--- src/hw/rtl/lpcp_pkg.sv ---
// Types and constants of the lidar point painting block.
`default_nettype none
package lpcp_pkg;

  // register indices of the configuration port
  localparam logic [2:0] REG_ROT0   = 3'd0;
  localparam logic [2:0] REG_ROT1   = 3'd1;
  localparam logic [2:0] REG_ROT2   = 3'd2;
  localparam logic [2:0] REG_TRANS  = 3'd3;
  localparam logic [2:0] REG_FOCAL  = 3'd4;
  localparam logic [2:0] REG_CENTER = 3'd5;
  localparam logic [2:0] REG_ISIZE  = 3'd6;

  localparam int CFG_W = 60;  // widest register

  localparam logic [53:0] ROT0_RST  = 54'd65536;
  localparam logic [53:0] ROT1_RST  = 54'd17179869184;
  localparam logic [53:0] ROT2_RST  = 54'd4503599627370496;
  localparam logic [21:0] ISIZE_RST = 22'd1311360;

  // command codes
  localparam logic CMD_MASK  = 1'b0;
  localparam logic CMD_POINT = 1'b1;

  // datapath widths
  localparam int NUM_W = 60;  // rounded numerator 2|n| + 256z
  localparam int DEN_W = 42;  // denominator 512z

  typedef struct packed {
    logic               cmd;
    logic [9:0]         mask_col;
    logic [9:0]         mask_row;
    logic [15:0]        mask_class;
    logic [15:0]        mask_conf;
    logic signed [23:0] pt_x;
    logic signed [23:0] pt_y;
    logic signed [23:0] pt_z;
    logic [15:0]        pt_intensity;
  } item_t;

  typedef struct packed {
    logic signed [23:0] out_x;
    logic signed [23:0] out_y;
    logic signed [23:0] out_z;
    logic [15:0]        out_intensity;
    logic [15:0]        paint_cls;
    logic [15:0]        paint_conf;
    logic               painted;
    logic               in_view;
    logic [9:0]         img_u;
    logic [9:0]         img_v;
  } result_t;

endpackage
`default_nettype wire

--- src/hw/rtl/lpcp_div.sv ---
// Pipelined restoring divider, one quotient bit per stage, with overflow flag.
`default_nettype none
module lpcp_div #(
  parameter int QB = 10
) (
  input  wire logic                         clk,
  input  wire logic                         en,
  input  wire logic [lpcp_pkg::NUM_W-1:0]   num,
  input  wire logic [lpcp_pkg::DEN_W-1:0]   den,
  output logic      [QB-1:0]                quo,
  output logic                              ovf
);
  import lpcp_pkg::*;

  logic [NUM_W-1:0] rem [QB];
  logic [DEN_W-1:0] dd  [QB];
  logic [QB-1:0]    qq  [QB+1];
  logic             ov  [QB+1];

  // entry stage: register the operands and flag a quotient too large for QB bits
  always_ff @(posedge clk) begin
    if (en) begin
      rem[0] <= num;
      dd[0]  <= den;
      qq[0]  <= '0;
      ov[0]  <= (num >= (NUM_W'(den) << QB));
    end
  end

  for (genvar k = 1; k <= QB; k++) begin : g_stage
    logic [NUM_W-1:0] sh;
    logic             ge;
    assign sh = NUM_W'(dd[k-1]) << (QB - k);
    assign ge = (rem[k-1] >= sh);
    always_ff @(posedge clk) begin
      if (en) begin
        ov[k] <= ov[k-1];
        qq[k] <= qq[k-1] | (ge ? (QB'(1) << (QB - k)) : '0);
      end
    end
    // last stage only needs its quotient bit
    if (k < QB) begin : g_rem
      always_ff @(posedge clk) begin
        if (en) begin
          rem[k] <= ge ? (rem[k-1] - sh) : rem[k-1];
          dd[k]  <= dd[k-1];
        end
      end
    end
  end

  assign quo = qq[QB];
  assign ovf = ov[QB];

endmodule
`default_nettype wire

--- config.mk ---
export PLATFORM = sky130hd
export DESIGN_NAME = lpcp_div
export DESIGN_NICKNAME = d
export VERILOG_FILES = /design/src/hw/rtl/lpcp_pkg.sv /design/src/hw/rtl/lpcp_div.sv
export SDC_FILE = /design/constraint.sdc
export NUM_CORES = 2
export LEC_CHECK = 0
export BUFFER_PORTS_ARGS = -buffer_cell sky130_fd_sc_hd__buf_2
export CAP_MARGIN = 20
export CORE_MARGIN = 10
export CORE_UTILIZATION = 40
export CTS_BUF_LIST = sky130_fd_sc_hd__clkbuf_8
export CTS_CLUSTER_DIAMETER = 50
export CTS_CLUSTER_SIZE = 10
export DETAILED_ROUTE_END_ITERATION = 12
export PLACE_DENSITY = 0.65
export SETUP_SLACK_MARGIN = 0.05
export SLEW_MARGIN = 10
export SYNTH_ARGS = -nofsm -noshare
export SYNTH_HDL_FRONTEND = slang
export SYNTH_SLANG_ARGS = --single-unit
--- constraint.sdc ---
create_clock -name clk -period 10.45 [get_ports clk]
set_input_delay 2.09 -clock clk [delete_from_list [all_inputs] [get_ports clk]]
set_output_delay 2.09 -clock clk [all_outputs]
set_load 0.02 [all_outputs]
==> summary.txt <==
Status
  • Status: finished, final reports clean

Worst setup path
  • Setup crit end kind: register
  • CP Class: reg2reg
  • CP Max Fanout: 78
  • CP Launch Type: register
  • Req. time, crit path: 11.05 ns
  • Crit path DAT: 5.33 ns

Global routing
  • GRT Total Usage: 16.4%
  • GR Overflow Total: 0
  • Vias in the first global route: 46404
  • First-pass GRT wire length: 243000 µm
  • Largest net degree at the start of global routing: 154
  • Initial antenna violation count: 2

CTS
  • CTS tree: yes
  • Maximum root-to-sink buffer count: 3
  • CTS Hold Bufs: 0
  • Root Buffer Master: clkbuf_8
  • CTS buffer count: 148
  • CTS resizes: 0
  • Clk_lat worst skew: 0.88 ns
  • Sinks on Clock Net: 1086
  • Post-CTS setup buffers: 0
  • Reg clk slew, reported paths: 0.07 ns
  • H-tree depth: 4

Pwr
  • Max rail drop VDD: 0.140 mV
  • Comb pwr share: 43.8%
  • Static leakage: 28.0 nW
  • Design Power: 17.8 mW
  • Psw: 6.85 mW
  • Clock power share: 17.9%
  • Part of the power in registers: 38.3%
  • Power per cell area: 252 mW/mm²
  • P_int: 10.9 mW
  • Switching Fraction: 38.5%

Drt
  • 1st-iter DRT viols: 3453
  • Avg Vias per Cell: 5.33
  • DRT antenna net count: 0
  • Via count: 46158
  • Post-Route WL: 152000 µm
  • Drt first pass iters: 7
  • Drt wl/cell: 17.6 µm
  • DRC Markers: 0

Synth
  • Prevailing post-synth register cell: edfxtp_1
  • Syn Area/Cell: 10.3 µm²
  • Syn. warnings: 0
  • Post-synthesis cell area: 0.0653 mm²
  • Cells after Synth: 6341
  • Seq/Total Area, Yosys: 49.9%
  • Yosys cell types: 98
  • Post-synthesis async set-or-reset flop share: 0%
  • EDFF count, synth: 1086
  • #FFs+latches synth: 1086
  • Mapped Nets: 6916

Floorplanning
  • Core ar.: 0.163 mm²
  • Initial core utilization: 40.2%
  • Die Wd: 424 µm
  • DIE HEIGHT: 424 µm
  • Die area: 0.180 mm²
  • Row cnt: 148
  • I/O pin count: 115

Place
  • GP Congestion: 0.917
  • I/O Buffers: 114
  • DPL Wire Length: 119000 µm

Final layout
  • Number of fill cells in the layout: 15624
  • Area grow syn2layout: 8.24%
  • Nets: 6972
  • Share of layout cells above drive strength 1: 7.14%

Timing
  • Final hold violations: 0
  • Period utilization: 45.2%
  • Crit path time final: 4.73 ns
  • Final setup vio count: 0
  • Final Hold Slack: 0.408 ns
  • Rel. slew slack: 31.9%
  • Clock Skews: 0.0631 ns
  • Max-slew violations: 0
  • Highest clock rate: 0.211 GHz
  • RSZ-0062 raised after global routing: false
  • Slew @ Worst Pin: 1.01 ns
  • Setup tns final: 0 ns

Min path
  • Hold crit path type: reg2reg

Flow run
  • MaxCap Viol Count: 0
-- cell usage in the layout (no fill, tap or decap), types with 16 or more instances in the layout --
cell | synthesis | final
and2_1 | 29 | 28
nor2_1 | 444 | 443
edfxtp_1 | 1086 | 1086
nor2b_1 | 53 | 53
o31ai_1 | 31 | 31
o21a_1 | 39 | 39
nor3_1 | 102 | 102
a31oi_1 | 49 | 49
nand2_1 | 536 | 536
o21bai_1 | 67 | 67
and3_1 | 37 | 37
or2_2 | 16 | 17
a21o_1 | 243 | 243
xor2_1 | 185 | 185
nand2b_1 | 59 | 59
o211ai_1 | 26 | 26
nor4_1 | 55 | 55
nand3_1 | 98 | 97
buf_4 | 2 | 20
a21boi_0 | 19 | 19
or3_1 | 31 | 31
buf_2 | 42 | 113
o21ai_0 | 416 | 416
clkbuf_8 | 0 | 149
xnor2_1 | 275 | 275
inv_1 | 588 | 603
or4_1 | 21 | 21
o2111ai_1 | 16 | 16
ha_1 | 462 | 462
mux2_2 | 53 | 53
nand4_1 | 141 | 141
a211oi_1 | 27 | 27
a21oi_1 | 639 | 639
-- routing by layer --
layer  GRT usage, %  part of all wire (%)
met4           7.96                   4.7
met1           21.1                    45
met2           27.3                    46
met3           2.25                   4.0
met5              0                     0
-- power by group through the flow --
stage	Sequential (mW)	Clock, mW	Combinational, mW
2_1_floorplan	6.58	0	5.94
3_3_place_gp	6.89	0	7.62
3_5_place_dp	6.88	0	7.70
4_1_cts	6.80	3.31	7.73
5_1_grt	6.90	3.49	8.71
6_report	6.81	3.19	7.79
-- kinds of logic (layout without fill, tap and decap cells) --
family | Yosys count | count (layout) | share of synthesized area (%)
AOI/OAI and AO/OA | 1742 | 1742 | 16.4
and+or+nand+nor | 1703 | 1703 | 12.5
DFF | 1086 | 1086 | 49.9
buffers and inverters | 823 | 957 | 4.86
adders and majority gates | 471 | 471 | 9.13
xor gates and xnor gates | 460 | 460 | 6.17
muxes | 56 | 56 | 0.960
other | 0 | 3 | 0
-- synthesized netlist by cell type (all sizes together) (23+ instances only) --
library cell,n,share of area (%)
edfxtp,1086,50
a21oi,641,4.9
inv,591,3.4
nand2,536,3.1
ha,462,8.9
nor2,444,2.6
o21ai,428,3.3
xnor2,275,3.7
a21o,243,2.8
xor2,185,2.5
clkbuf,176,1.0
nand4,141,1.4
nor3,103,0.80
nand3,98,0.75
o21bai,67,0.77
nand2b,59,0.57
nor4,57,0.58
buf,56,0.45
nor2b,54,0.53
mux2,53,0.91
a31oi,51,0.51
o21a,39,0.45
and3,37,0.35
o31ai,34,0.41
or3,31,0.30
a211oi,29,0.35
and2,29,0.28
o211ai,26,0.30
or4,23,0.28
-- sequential cells by signal, summed over array words and instances (netlist names) --
register  cells
ov           11
dd          420
rem         600
qq           55
-- final timing paths --
| check | from | end | slack [ns] | cells past startpoint |
|---|---|---|---|---|
| max reg2reg | rem[3][6]$_DFFE_PP_ | rem[4][11]$_DFFE_PP_ | 5.72 | 13 |
| min reg2reg | qq[8][6]$_DFFE_PP_ | qq[9][6]$_DFFE_PP_ | 0.41 | 0 |
| min | qq[8][6]$_DFFE_PP_ | qq[9][6]$_DFFE_PP_ | 0.41 | 0 |
| max | rem[3][6]$_DFFE_PP_ | rem[4][11]$_DFFE_PP_ | 5.72 | 13 |
-- metrics by stage --
step	util, %	setup slack (ns)	instance area [µm²]	instances
4_1_cts	43.5	5.81	70700	8650
3_5_place_dp	41.8	5.82	67900	8422
3_3_place_gp	41.8	5.86	67900	8422
6_report	43.5	5.72	70700	8653
2_1_floorplan	-	6.60	65300	6341
5_1_grt	43.5	5.57	70700	8653
-- final cells by class --
cell class                      instances  area (µm²)  area share, %
Clock inverter                         79         723           1.02
Multi-Input combinational cell       4432       29500           41.8
Tap cell                             2175        2720           3.85
Timing Repair Buffer                  138         811           1.15
Antenna cell                            3        7.51         0.0106
Inverter                              591        2220           3.14
Clock buffer                          149        2050           2.90
Sequential cell                      1086       32600           46.1
-- critical path, cell delays in order, from the launching register on --
cell and delay [ns]:
edfxtp_1 0.36, inv_1 0.08, ha_1 0.17, inv_1 0.06, fa_1 0.43, a211oi_1 0.24
o21bai_1 0.11, a21oi_1 0.27, o21ai_1 0.23, a211oi_2 0.48, a31oi_2 0.30, a2111oi_4 0.64
buf_4 0.61, mux2_2 0.41
No activity file was read; power rests on OpenSTA's default activity.
